### src/rtl/gamepad_input_report_composer_defines.svh
// Assertion macros for the gamepad input report composer.
`ifndef GAMEPAD_INPUT_REPORT_COMPOSER_DEFINES_SVH
`define GAMEPAD_INPUT_REPORT_COMPOSER_DEFINES_SVH
// Assert that a condition implies a property in the same cycle.
`define GIRC_ASSERT_IMP(lbl, clk, rst_n, cond, prop) \
    lbl: assert property (@(posedge clk) disable iff (!rst_n) (cond) |-> (prop)) \
        else $error("assertion failed");
// Assert that a condition implies a property in the next cycle.
`define GIRC_ASSERT_NXT(lbl, clk, rst_n, cond, prop) \
    lbl: assert property (@(posedge clk) disable iff (!rst_n) (cond) |=> (prop)) \
        else $error("assertion failed");
`endif

### src/rtl/girc_pkg.sv
// Package: constants, types and helper functions of the report composer.
package girc_pkg;
    localparam int unsigned WindowLen = 30;
    localparam logic [7:0]  TrigThrRst = 8'd225;
    localparam logic [15:0] PeriodRst = 16'd4096;
    localparam logic [31:0] RangeLimit = 32'd1000000;
    localparam logic [7:0]  ReportId = 8'h01;
    localparam logic [7:0]  PadByte = 8'h80;
    localparam int unsigned DeltaW = 20;
    localparam int unsigned SumW = 25;
    localparam int unsigned QuoW = 64;

    localparam logic [0:0] RegTrig = 1'b0;
    localparam logic [0:0] RegPeriod = 1'b1;

    typedef struct packed {
        logic [62:0] time_us;
        logic signed [15:0] left_x;
        logic signed [15:0] left_y;
        logic signed [15:0] right_x;
        logic signed [15:0] right_y;
        logic [7:0]  left_trigger;
        logic [7:0]  right_trigger;
        logic [14:0] buttons;
        logic [7:0]  hat_code;
        logic [47:0] gyro_packed;
        logic [47:0] accel_packed;
    } t_in;

    typedef struct packed {
        logic [63:0] report_word;
        logic [2:0]  word_index;
        logic        last_word;
    } t_out;

    function automatic logic [3:0] hat_value(input logic [7:0] code);
        logic [3:0] v;
        case (code)
            8'h01:   v = 4'd2;
            8'h02:   v = 4'd6;
            8'h10:   v = 4'd0;
            8'h20:   v = 4'd4;
            8'h11:   v = 4'd1;
            8'h12:   v = 4'd7;
            8'h21:   v = 4'd3;
            8'h22:   v = 4'd5;
            default: v = 4'd8;
        endcase
        return v;
    endfunction

    function automatic logic [7:0] stick_byte(input logic [15:0] raw);
        return {~raw[15], raw[14:8]};
    endfunction
endpackage

### src/rtl/girc_if.sv
// Valid/ready channel interface carrying one payload.
interface girc_if #(parameter type T = logic) ();
    logic valid;
    logic ready;
    T     data;
    modport source (output valid, output data, input ready);
    modport sink (input valid, input data, output ready);
endinterface

### src/rtl/gamepad_input_report_composer.sv
// Top level of the gamepad input report composer.
// Channel   | Dir | Payload                                   | Handshake
// in_ch     | in  | one snapshot request (time, sticks, ...)  | valid/ready
// out_ch    | out | report_word, word_index, last_word        | valid/ready
// apb       | in  | trigger_threshold, nominal_period         | psel/penable
// Each request passes through the accept state, a ring read wait, the ring
// update with mag*period, the multiply by WINDOW_LEN, a 64-step restoring
// divider one quotient bit per cycle, the timestamp, then eight output words,
// one per cycle when the sink is ready.
// After reset, a clearing pass zeroes the delta ring;
// no request is taken meanwhile. Output stalls hold the current word.
`include "gamepad_input_report_composer_defines.svh"
module gamepad_input_report_composer #(
    parameter int unsigned WINDOW_LEN = girc_pkg::WindowLen
) (
    input  logic        i_clk,
    input  logic        i_rst_n,
    girc_if.sink        in_ch,
    girc_if.source      out_ch,
    input  logic        psel,
    input  logic        penable,
    input  logic        pwrite,
    input  logic [2:0]  paddr,
    input  logic [31:0] pwdata,
    output logic [31:0] prdata,
    output logic        pready
);
    localparam int unsigned PosW = (WINDOW_LEN > 1) ? $clog2(WINDOW_LEN) : 1;
    localparam logic [PosW-1:0] PosLast = PosW'(WINDOW_LEN - 1);
    localparam logic [7:0] WinLen8 = 8'(WINDOW_LEN);
    // Width of the sum of a full window of in-range deltas.
    localparam int unsigned SumW = $clog2(WINDOW_LEN * 999999 + 1);

    typedef enum logic [7:0] {
        S_CLEAR = 8'b0000_0001,
        S_IDLE  = 8'b0000_0010,
        S_READ  = 8'b0000_0100,
        S_UPD   = 8'b0000_1000,
        S_MUL   = 8'b0001_0000,
        S_DIV   = 8'b0010_0000,
        S_TS    = 8'b0100_0000,
        S_OUT   = 8'b1000_0000
    } t_state;

    t_state r_state;

    // Configuration registers.
    logic [7:0]  r_thr;
    logic [15:0] r_period;
    logic        wr_en;
    assign pready = 1'b1;
    assign wr_en = psel && penable && pwrite;
    always_ff @(posedge i_clk) begin
        if (!i_rst_n) begin
            r_thr <= girc_pkg::TrigThrRst;
            r_period <= girc_pkg::PeriodRst;
        end else if (wr_en && paddr[1:0] == 2'b00) begin
            if (paddr[2] == girc_pkg::RegTrig) begin
                r_thr <= pwdata[7:0];
            end else begin
                r_period <= pwdata[15:0];
            end
        end
    end
    always_comb begin
        prdata = '0;
        if (paddr[2] == girc_pkg::RegTrig) begin
            prdata = {24'd0, r_thr};
        end else begin
            prdata = {16'd0, r_period};
        end
    end

    // Scalar state.
    logic [7:0]  r_seq;
    logic [31:0] r_zero_cnt;
    logic [62:0] r_prev;
    logic [SumW-1:0] r_sum;
    logic [PosW-1:0] r_pos;
    logic [63:0] r_synth;

    // Captured request and working registers.
    girc_pkg::t_in r_item;
    logic [31:0] r_delta;
    logic [31:0] r_mag;
    logic        r_neg;
    logic        r_inr;
    logic [47:0] r_prod;
    logic [63:0] r_rem_num;
    logic [SumW:0] r_rem;
    logic [63:0] r_quo;
    logic [6:0]  r_cnt;
    logic [31:0] r_ts;
    logic [2:0]  r_word;

    // Delta ring memory.
    logic               ram_we;
    logic [PosW-1:0]    ram_addr;
    logic [19:0]        ram_wdata;
    logic [19:0]        ram_rdata;
    girc_ram #(.Width(girc_pkg::DeltaW), .Depth(WINDOW_LEN)) u_ring (
        .i_clk(i_clk), .i_we(ram_we), .i_addr(ram_addr),
        .i_wdata(ram_wdata), .o_rdata(ram_rdata)
    );

    always_comb begin
        ram_we = 1'b0;
        ram_addr = r_pos;
        ram_wdata = r_delta[19:0];
        if (r_state == S_CLEAR) begin
            ram_we = 1'b1;
            ram_wdata = '0;
        end else if (r_state == S_UPD) begin
            ram_we = r_inr;
        end
    end

    // Delta of the incoming request, low 32 bits.
    logic [31:0] in_delta;
    assign in_delta = 32'(in_ch.data.time_us) - 32'(r_prev);

    assign in_ch.ready = (r_state == S_IDLE);

    // One restoring divide step.
    logic [SumW:0] div_try;
    logic [SumW:0] div_sub;
    assign div_try = {r_rem[SumW-1:0], r_rem_num[63]};
    assign div_sub = div_try - {1'b0, r_sum};

    logic [SumW-1:0] new_sum;
    assign new_sum = r_sum - SumW'(ram_rdata) + SumW'(r_delta);

    always_ff @(posedge i_clk) begin
        if (!i_rst_n) begin
            r_state <= S_CLEAR;
            r_seq <= '0;
            r_zero_cnt <= '0;
            r_prev <= '0;
            r_sum <= '0;
            r_pos <= '0;
            r_synth <= '0;
            r_word <= '0;
        end else begin
            case (r_state)
                S_CLEAR: begin
                    // Sweep the ring to zero.
                    if (r_pos == PosLast) begin
                        r_pos <= '0;
                        r_state <= S_IDLE;
                    end else begin
                        r_pos <= r_pos + 1'b1;
                    end
                end
                S_IDLE: begin
                    if (in_ch.valid) begin
                        r_item <= in_ch.data;
                        r_delta <= in_delta;
                        r_neg <= in_delta[31];
                        r_mag <= in_delta[31] ? (32'd0 - in_delta) : in_delta;
                        r_inr <= (in_delta != 0) && !in_delta[31]
                                 && (in_delta < girc_pkg::RangeLimit);
                        r_prev <= in_ch.data.time_us;
                        if (in_delta == 0) begin
                            r_zero_cnt <= r_zero_cnt + 1'b1;
                        end
                        r_state <= S_READ;
                    end
                end
                S_READ: begin
                    // Wait for ring read data.
                    r_state <= S_UPD;
                end
                S_UPD: begin
                    // Replace the oldest delta and advance if in range; form mag*period.
                    if (r_inr) begin
                        r_sum <= new_sum;
                        r_pos <= (r_pos == PosLast) ? '0 : r_pos + 1'b1;
                    end
                    r_prod <= 48'(r_mag) * 48'(r_period);
                    r_state <= S_MUL;
                end
                S_MUL: begin
                    r_rem_num <= {16'd0, r_prod} * 64'(WinLen8);
                    r_rem <= '0;
                    r_quo <= '0;
                    r_cnt <= '0;
                    r_state <= S_DIV;
                end
                S_DIV: begin
                    r_rem_num <= {r_rem_num[62:0], 1'b0};
                    if (!div_sub[SumW]) begin
                        r_rem <= div_sub;
                        r_quo <= {r_quo[62:0], 1'b1};
                    end else begin
                        r_rem <= div_try;
                        r_quo <= {r_quo[62:0], 1'b0};
                    end
                    r_cnt <= r_cnt + 1'b1;
                    if (r_cnt == 7'd63) begin
                        r_state <= S_TS;
                    end
                end
                S_TS: begin
                    logic [63:0] s;
                    s = r_synth;
                    if (r_delta != 0 && r_sum != 0) begin
                        s = r_neg ? r_synth - r_quo : r_synth + r_quo;
                    end
                    r_synth <= s;
                    r_ts <= s[31:0] + 32'(r_zero_cnt * {16'd0, r_period});
                    r_word <= '0;
                    r_state <= S_OUT;
                end
                S_OUT: begin
                    // Advance one word per accepted result.
                    if (out_ch.ready) begin
                        r_word <= r_word + 1'b1;
                        if (r_word == 3'd7) begin
                            r_seq <= r_seq + 1'b1;
                            r_state <= S_IDLE;
                        end
                    end
                end
                default: r_state <= S_IDLE;
            endcase
        end
    end

    // Report bytes of the current word.
    logic [7:0] b9;
    logic [63:0] word_val;
    always_comb begin
        b9 = {r_item.buttons[9:6], r_item.right_trigger >= r_thr,
              r_item.left_trigger >= r_thr, r_item.buttons[5:4]};
        case (r_word)
            3'd0: word_val = {r_seq, r_item.right_trigger, r_item.left_trigger,
                              girc_pkg::stick_byte(r_item.right_y),
                              girc_pkg::stick_byte(r_item.right_x),
                              girc_pkg::stick_byte(r_item.left_y),
                              girc_pkg::stick_byte(r_item.left_x),
                              girc_pkg::ReportId};
            3'd1: word_val = {40'd0, r_item.buttons[13:10], 3'd0, r_item.buttons[14],
                              b9, r_item.buttons[3:0],
                              girc_pkg::hat_value(r_item.hat_code)};
            3'd2: word_val = {r_item.accel_packed[15:0],
                              16'd0 - r_item.gyro_packed[47:32],
                              16'd0 - r_item.gyro_packed[31:16], r_item.gyro_packed[15:0]};
            3'd3: word_val = {r_ts, 16'd0 - r_item.accel_packed[47:32],
                              16'd0 - r_item.accel_packed[31:16]};
            3'd4: word_val = {32'd0, girc_pkg::PadByte, 24'd0};
            3'd5: word_val = {24'd0, girc_pkg::PadByte, 32'd0};
            3'd6: word_val = {16'd0, girc_pkg::PadByte, 32'd0, girc_pkg::PadByte};
            default: word_val = {8'd0, girc_pkg::PadByte, 32'd0, girc_pkg::PadByte, 8'd0};
        endcase
    end

    assign out_ch.valid = (r_state == S_OUT);
    assign out_ch.data.report_word = word_val;
    assign out_ch.data.word_index = r_word;
    assign out_ch.data.last_word = (r_word == 3'd7);

    `GIRC_ASSERT_IMP(a_no_in_when_busy, i_clk, i_rst_n, r_state != S_IDLE, !in_ch.ready)
    `GIRC_ASSERT_IMP(a_out_only_out, i_clk, i_rst_n, out_ch.valid, r_state == S_OUT)
    `GIRC_ASSERT_NXT(a_last_to_idle, i_clk, i_rst_n,
        out_ch.valid && out_ch.ready && out_ch.data.last_word, r_state == S_IDLE)
endmodule

### src/rtl/girc_ram.sv
// Generic single-port synchronous RAM with registered read.
module girc_ram #(
    parameter int unsigned Width = 8,
    parameter int unsigned Depth = 16
) (
    input  logic                                        i_clk,
    input  logic                                        i_we,
    input  logic [((Depth > 1) ? $clog2(Depth) : 1)-1:0] i_addr,
    input  logic [Width-1:0]                            i_wdata,
    output logic [Width-1:0]                            o_rdata
);
    logic [Width-1:0] r_mem [Depth];
    always_ff @(posedge i_clk) begin
        if (i_we) begin
            r_mem[i_addr] <= i_wdata;
        end
        o_rdata <= r_mem[i_addr];
    end
endmodule

### src/flat_wrapper.sv
// flat-port wrapper written by rule: the top's interface ports become plain ports
module gamepad_input_report_composer_flat import girc_pkg::*;
#(
    parameter int unsigned WINDOW_LEN = girc_pkg::WindowLen
)
  (i_clk, i_rst_n, psel, penable, pwrite, paddr, pwdata, prdata, pready, in_ch_valid, in_ch_data, in_ch_ready, out_ch_valid, out_ch_data, out_ch_ready);
  girc_if #(.T(t_in)) in_ch_i ();
  girc_if #(.T(t_out)) out_ch_i ();
  input  logic i_clk;
  input  logic i_rst_n;
  input  logic psel;
  input  logic penable;
  input  logic pwrite;
  input  logic [2:0] paddr;
  input  logic [31:0] pwdata;
  output logic [31:0] prdata;
  output logic pready;
  input wire logic [$bits(in_ch_i.valid)-1:0] in_ch_valid;
  input wire logic [$bits(in_ch_i.data)-1:0] in_ch_data;
  output wire logic [$bits(in_ch_i.ready)-1:0] in_ch_ready;
  output wire logic [$bits(out_ch_i.valid)-1:0] out_ch_valid;
  output wire logic [$bits(out_ch_i.data)-1:0] out_ch_data;
  input wire logic [$bits(out_ch_i.ready)-1:0] out_ch_ready;
  assign in_ch_i.valid = in_ch_valid;
  assign in_ch_i.data = in_ch_data;
  assign in_ch_ready = in_ch_i.ready;
  assign out_ch_valid = out_ch_i.valid;
  assign out_ch_data = out_ch_i.data;
  assign out_ch_i.ready = out_ch_ready;
  gamepad_input_report_composer #(.WINDOW_LEN(WINDOW_LEN)) u_core (.i_clk(i_clk), .i_rst_n(i_rst_n), .in_ch(in_ch_i), .out_ch(out_ch_i), .psel(psel), .penable(penable), .pwrite(pwrite), .paddr(paddr), .pwdata(pwdata), .prdata(prdata), .pready(pready));
endmodule
### config.mk
export PLATFORM = sky130hd
export DESIGN_NAME = gamepad_input_report_composer_flat
export DESIGN_NICKNAME = d
export VERILOG_FILES = /design/src/rtl/girc_pkg.sv /design/src/rtl/girc_if.sv /design/src/rtl/gamepad_input_report_composer.sv /design/src/rtl/girc_ram.sv /design/src/flat_wrapper.sv
export VERILOG_INCLUDE_DIRS = /design/src /design/src/rtl
export SDC_FILE = /design/constraint.sdc
export NUM_CORES = 2
export LEC_CHECK = 0
export ABC_AREA = 1
export BUFFER_PORTS_ARGS = -buffer_cell sky130_fd_sc_hd__buf_2
export CORE_UTILIZATION = 57
export DETAILED_ROUTE_END_ITERATION = 8
export GPL_TIMING_DRIVEN = 0
export PLACE_DENSITY = 0.76
export SYNTH_ARGS = -nofsm -noshare
export SYNTH_HDL_FRONTEND = slang
export SYNTH_SLANG_ARGS = --single-unit
### constraint.sdc
create_clock -name i_clk -period 14.5 [get_ports i_clk]
set_clock_uncertainty 0.1 [all_clocks]
set_input_delay 2.9 -clock i_clk [delete_from_list [all_inputs] [get_ports i_clk]]
set_output_delay 2.9 -clock i_clk [all_outputs]
set_load 0.01 [all_outputs]
## Yosys cells after proc, flatten, opt, wreduce, memory -nomap -nowiden

Memory sizes are Yosys's and may differ from the RTL's. A register that Yosys moved wholly into a read port is not among the register bits.
Cells that the tools add are included.
W data, S select, Z words.

| operators by class | value |
|---|---|
| add/sub/neg operators | 17 |
| multiply operators | 3 |
| div/mod/pow operators | 0 |
| $lt $le $gt $ge | 3 |
| equal/unequal tests | 32 |
| shifts and indexed selects | 0 |
| muxes and demuxes | 30 |
| bitwise gates (word level) | 5 |
| reduce and logical (&&, ||, !) cells | 30 |

Operators by type and width:

| kind | count |
|---|---|
| $pmux W64 S7 | 1 |
| $mux W64 | 4 |
| $pmux W64 S2 | 2 |
| $add A64 B64 Y64 | 1 |
| $pmux W8 S8 | 1 |
| $reduce_bool A32 Y1 | 2 |
| $sub A1 B16 Y16 const A | 4 |
| $sub A64 B64 Y64 | 1 |
| $mul A48 B4 Y52 const B | 1 |
| $pmux W25 S2 | 1 |
| $mul A32 B16 Y48 | 1 |
| $mux W8 | 5 |
| $add A32 B1 Y32 const B | 1 |
| $add A32 B32 Y32 | 1 |
| $eq A8 B5 Y1 const B | 4 |
| $eq A8 B6 Y1 const B | 4 |
| $logic_not A32 Y1 | 1 |
| $lt A32 B20 Y1 const B | 1 |
| $mul A32 B16 Y32 | 1 |
| $pmux W4 S8 | 1 |
| $sub A1 B32 Y32 const A | 1 |
| $sub A32 B32 Y32 | 1 |
| $mux W31 | 1 |
| $sub A26 B25 Y26 | 1 |
| other kinds (40) | 78 |

| word-level totals | value |
|---|---|
| register bits | 706 |
| latch bits | 0 |
| RAM bits | 600 |
| bits in read-only memories | 0 |
| input bits | 304 |
| output and inout bits | 103 |
| logic and storage cells | 153 |
| memories | 1 |

Memory list:

| memory | depth | width | rd ports | clocked after memory_dff | write ports | RTL line | RTL |
|---|---|---|---|---|---|---|---|
| u_core.u_ring.r_mem | 30 | 20 | 1 | 1 | 1 | girc_ram.sv:12 | `logic [Width-1:0] r_mem [Depth];` |

## Depth between registers and ports, before layout

| logic depth | value |
|---|---|
| word-level depth | 6 |
| mapped depth | 43 |
| mapped depth without buffers | 43 |

## Cells and area by module

From an unflattened synthesis, not the netlist that was laid out.

| unflattened totals | value |
|---|---|
| cells, all modules | 11027 |
| area, all modules | 94059.0 µm² |

Modules (own cells, without submodules):

| module | times used | cells each | area an instance (µm²) | seq. area each (µm²) |
|---|---|---|---|---|
| gamepad_input_report_composer | 1 | 8657 | 68734.7 | 16535.9 |
| girc_ram | 1 | 2370 | 25324.3 | 18417.7 |

## Worst setup path after synthesis

OpenSTA, ideal clock, no wires.

| timing | value |
|---|---|
| path type | input to register |
| start | input port in_ch_valid |
| end | register u_core.r_item (netlist bit u_core.b9[0]), enable pin |
| setup time | 0.828 ns |
| data arrival time | 13.425 ns |
| required time | 13.572 ns |
| setup slack | 0.147 ns |
| cell stages on the path | 8 |
| buffers on the path | 2 |
| cells stage by stage | buf_4 > nor2_1 > inv_1 > nand4_2 > nor2_1 > inv_2 > clkbuf_1 > nor2_1 |

| on the way | value |
|---|---|
| cells in the longest elaborated chain, start to end | 1 |

Ends and longest elaborated chain:

| item | RTL line | RTL |
|---|---|---|
| start, declared | flat_wrapper.sv:18 | `input wire logic [$bits(in_ch_i.valid)-1:0] in_ch_valid;` |
| $reduce_and A3 Y1 (no source line) | -- |  |
| end signal, assigned | gamepad_input_report_composer.sv:156 | `r_item <= in_ch.data;` |
| end, declared | gamepad_input_report_composer.sv:83 | `girc_pkg::t_in r_item;` |

No other way between the ends.
A chain may end at the register's enable or synchronous reset.

## Worst setup path after layout

| timing | value |
|---|---|
| start | register u_core.r_neg |
| end | register u_core.r_ts[30], data pin |

| on the way | value |
|---|---|
| cells in the longest elaborated chain, start to end | 5 |

Ends and longest elaborated chain:

| item | RTL line | RTL |
|---|---|---|
| start, declared | gamepad_input_report_composer.sv:86 | `logic r_neg;` |
| start signal, assigned | gamepad_input_report_composer.sv:158 | `r_neg <= in_delta[31];` |
| $mux W64 | gamepad_input_report_composer.sv:207 | `s = r_neg ? r_synth - r_quo : r_synth + r_quo;` |
| $mux W64 | gamepad_input_report_composer.sv:206 | `if (r_delta != 0 && r_sum != 0) begin` |
| $mux W64 | gamepad_input_report_composer.sv:144 | `case (r_state)` |
| $mux W64 | gamepad_input_report_composer.sv:134 | `if (!i_rst_n) begin` |
| $add A32 B32 Y32 | gamepad_input_report_composer.sv:210 | `r_ts <= s[31:0] + 32'(r_zero_cnt * {16'd0, r_period});` |
| end signal, assigned | gamepad_input_report_composer.sv:210 |  |
| end, declared | gamepad_input_report_composer.sv:93 | `logic [31:0] r_ts;` |

No other way between the ends. The select of a mux whose other input is x is not followed.

==> impl_results.md <==
- Outcome: complete, no violations
- Peak supply drop: around 140 uV
- Routed WL: between 300 and 400 mm
- Drt drc: 0
- Final instance area: 101800 um^2
- Post-synth EDFFs: 1038
- Area leader, netlist: edfxtp_1
- Final setup fails: 0
- Power per Cell Area: 152.8 nW/um^2
- PortBufs: just over 300
- Sink Count: 1227
- Ranking of synthesized cells by area: edfxtp_1 34%, fa_1 19%, nand2_1 9.0%, inv_1 7.4%, ha_1 5.4%
- CTS buffer count: 132
- RSZ-0062 raised after global routing: no
- WP data required: 14930 ps
- Highest Clock Rate: roughly 0.11 GHz
- Final Hold Viols: 0
- Antenna violations before repair: 27
- Comb power frac: 47.3%
- Mapped Avg Cell Area: 8.959 um^2
- Sequential area share after synthesis: a little under two fifths
- Clock buffer depth: 3
- Vias per inst: between 5 and 6
- CTS clk-pin slew, worst paths: 60 ps
- Lkg Pwr: 43.71 nW
- Starting Density: 57.69%
- Routability cong.: 1.018
- Most frequent cell after synthesis: nand2_1
- Arrival @ worst endpoint: 9570 ps
- Yosys warning count: 0
- IO Pins: just over 400
- Cell count after synthesis: ~10k
- Tcrit/Tclk final: ~63%
- Post-CTS Setup Bufs: 0
- Register share of total power: between 30% and 40%
- Synth Register Bits: 1227
- Dpl hpwl: around 250 mm
- Prevailing post-synth register cell: edfxtp_1
- Type of the worst min-delay path: register to register
- Critical Path Start Type: register
- Via count: 76.87k
- Number of global-route vias before repair: 75.13k
- First-pass GRT wire length: 471.5 mm
- Synth top cells by count: 2214 x nand2_1, 1820 x inv_1, 1038 x edfxtp_1
- Slew HR: ~4.3%
- Post-Syn Area: around 92000 um^2
- Net Switching: around 6.7 mW
- CP Class: register to register
- Least-Margin Pin Slew: 1436 ps
- Row count: 146
- Clock latency on the worst-skew pair: about 830 ps
- Clock root cell: clkbuf_16
- Routed Antenna Nets: 0
- Core Box Area: around 160000 um^2
- Count of hold-fix buffers inserted at cts: 0
- Die Span X: between 400 and 500 um
- TritonCTS clock tree: built
- Area of placed instances: around 100000 um^2
- Critical Path Fanout Max: 10
- Crit end category: register
- Post-cts resize count: 0
- Global route total overflow: 0
- GRT Util Overall: 39.51%
- Max Slew Vio Count: 0
- Largest net degree at the start of global routing: 38
- Drt wl/cell: 24.74 um
- Share of layout cells above drive strength 1: under 10%
- Asr flop ratio synth: 0%
- Sw frac: 42.91%
- Layout net count: 12.33k
- Drt initial violations: slightly above 10k
- Clock power share: 22.3%
- Synth top area share: approximately a third
- Layout Cells excl Fill: between 10k and 15k
- Fin crit period: 9142 ps
- TritonRoute pass-1 iters: 7
- Die area: 162800 um^2
- Library cells used by synthesis: 67
- Die Span Y: 403.5 um
- Pint: a little under 9 mW
- H-tree lvl count: 4
- P&R area growth vs syn: 10.76%
- Number of max-cap violations: 0
- DP Cell Count: 12.77k
[cell families (layout without fill, tap and decap cells)]
group | after synthesis | count (layout) | synth area share [%]
simple gates | 3695 | 3695 | 16.48
buf+inv | 2307 | 2900 | 9.532
compound gates | 1511 | 1511 | 9.232
fa+ha+maj | 1261 | 1261 | 24.26
flops | 1227 | 1227 | 38.03
xor+xnor | 245 | 245 | 2.343
mux | 10 | 10 | 0.1089
other cells | 2 | 29 | 0.008172
[final timing paths]
| path | slack (ps) | startpoint | endpoint | cells after the start |
|---|---|---|---|---|
| max | 5360 | u_core.r_neg | u_core.r_ts[30] | 26 |
| min | 360 | u_core.r_prev[20] | u_core.r_prev[20] | 2 |
| max reg2reg | 5360 | u_core.r_neg | u_core.r_ts[30] | 26 |
| min reg2reg | 360 | u_core.r_prev[20] | u_core.r_prev[20] | 2 |
[flip-flops by register name (all words and copies together), names as in the netlist, 48 cells and up]
| register | count |
|---|---|
| u_core.r_item | 161 |
| u_core.r_prod | 48 |
| u_core.r_rem_num | 63 |
| u_core.u_ring.r_mem | 600 |
[metal layers]
layer  GRT usage, %  part of all wire (%)
met3          12.66                    14
met2          57.93                    42
met4          19.74                   5.8
met5              0                 0.048
met1          52.83                    38
[placed cells by master, fill, tap and decap left out, types with 59 or more instances in the layout]
master / count
a21oi_1: 455
buf_2: 316
clkbuf_1: 407
clkbuf_16: 136
dfxtp_1: 189
edfxtp_1: 1038
fa_1: 868
ha_1: 393
inv_1: 1820
nand2_1: 2214
nand3_1: 259
nand4_1: 116
nor2_1: 795
nor3_1: 71
o21ai_0: 631
o22ai_1: 140
or2_2: 59
xnor2_1: 80
xor2_1: 164
[worst max-delay path, cell delays in order (launching register included)]
cell and delay (ps):
edfxtp_1 790, clkinv_1 410, clkbuf_1 320, nand2_1 140, xor2_1 150, inv_1 70
ha_1 310, a21o_1 190, a21oi_1 260, o21ai_0 180, a21boi_0 580, o21ai_0 370
nand2_1 240, nand2_1 70, nand2_1 60, nand2_1 100, a21boi_0 910, fa_1 590
fa_1 530, fa_1 440, fa_1 670, inv_1 80, ha_1 370, a21o_1 200
a221oi_1 350, o2111ai_1 210, xor2_1 170
[metrics by stage]
step | hold WS, ps | setup WS [ps] | power, mW | setup TNS, ps | util (%)
global route | 375.2 | 5027 | 16.40 | 0 | 63.88
detailed placement | 349.9 | 5644 | 11.91 | 0 | 61.06
finish | 357.6 | 5358 | 15.56 | 0 | 63.90
floorplan | 326.6 | 146.8 | 9.576 | 0 | -
global placement | 343.3 | -5692 | 11.69 | -1307100 | 60.38
CTS | 359.0 | 5607 | 15.35 | 0 | 63.87
[final cells by class]
cell class | instances | area, um^2
Tap cell | 2146 | 2685
Clock inverter | 65 | 795.8
Multi-Input combinational cell | 6739 | 48520
Sequential cell | 1227 | 34950
Fill cell | 13280 | 57510
Timing Repair Buffer | 353 | 2365
Clock buffer | 175 | 3680
Inverter | 1845 | 6925
Buffer | 462 | 1834
Antenna cell | 12 | 30.03
[power groups by stage]
stage	clock network, mW	registers, mW	logic [mW]
final	3.47	4.73	7.36
after global routing	3.60	4.75	8.05
after CTS	3.47	4.73	7.14
after detailed placement	0	4.80	7.10
after global placement	0	4.86	6.83
after floorplan	0	4.75	4.82
Note: power is estimated with default switching activity, not from simulation.
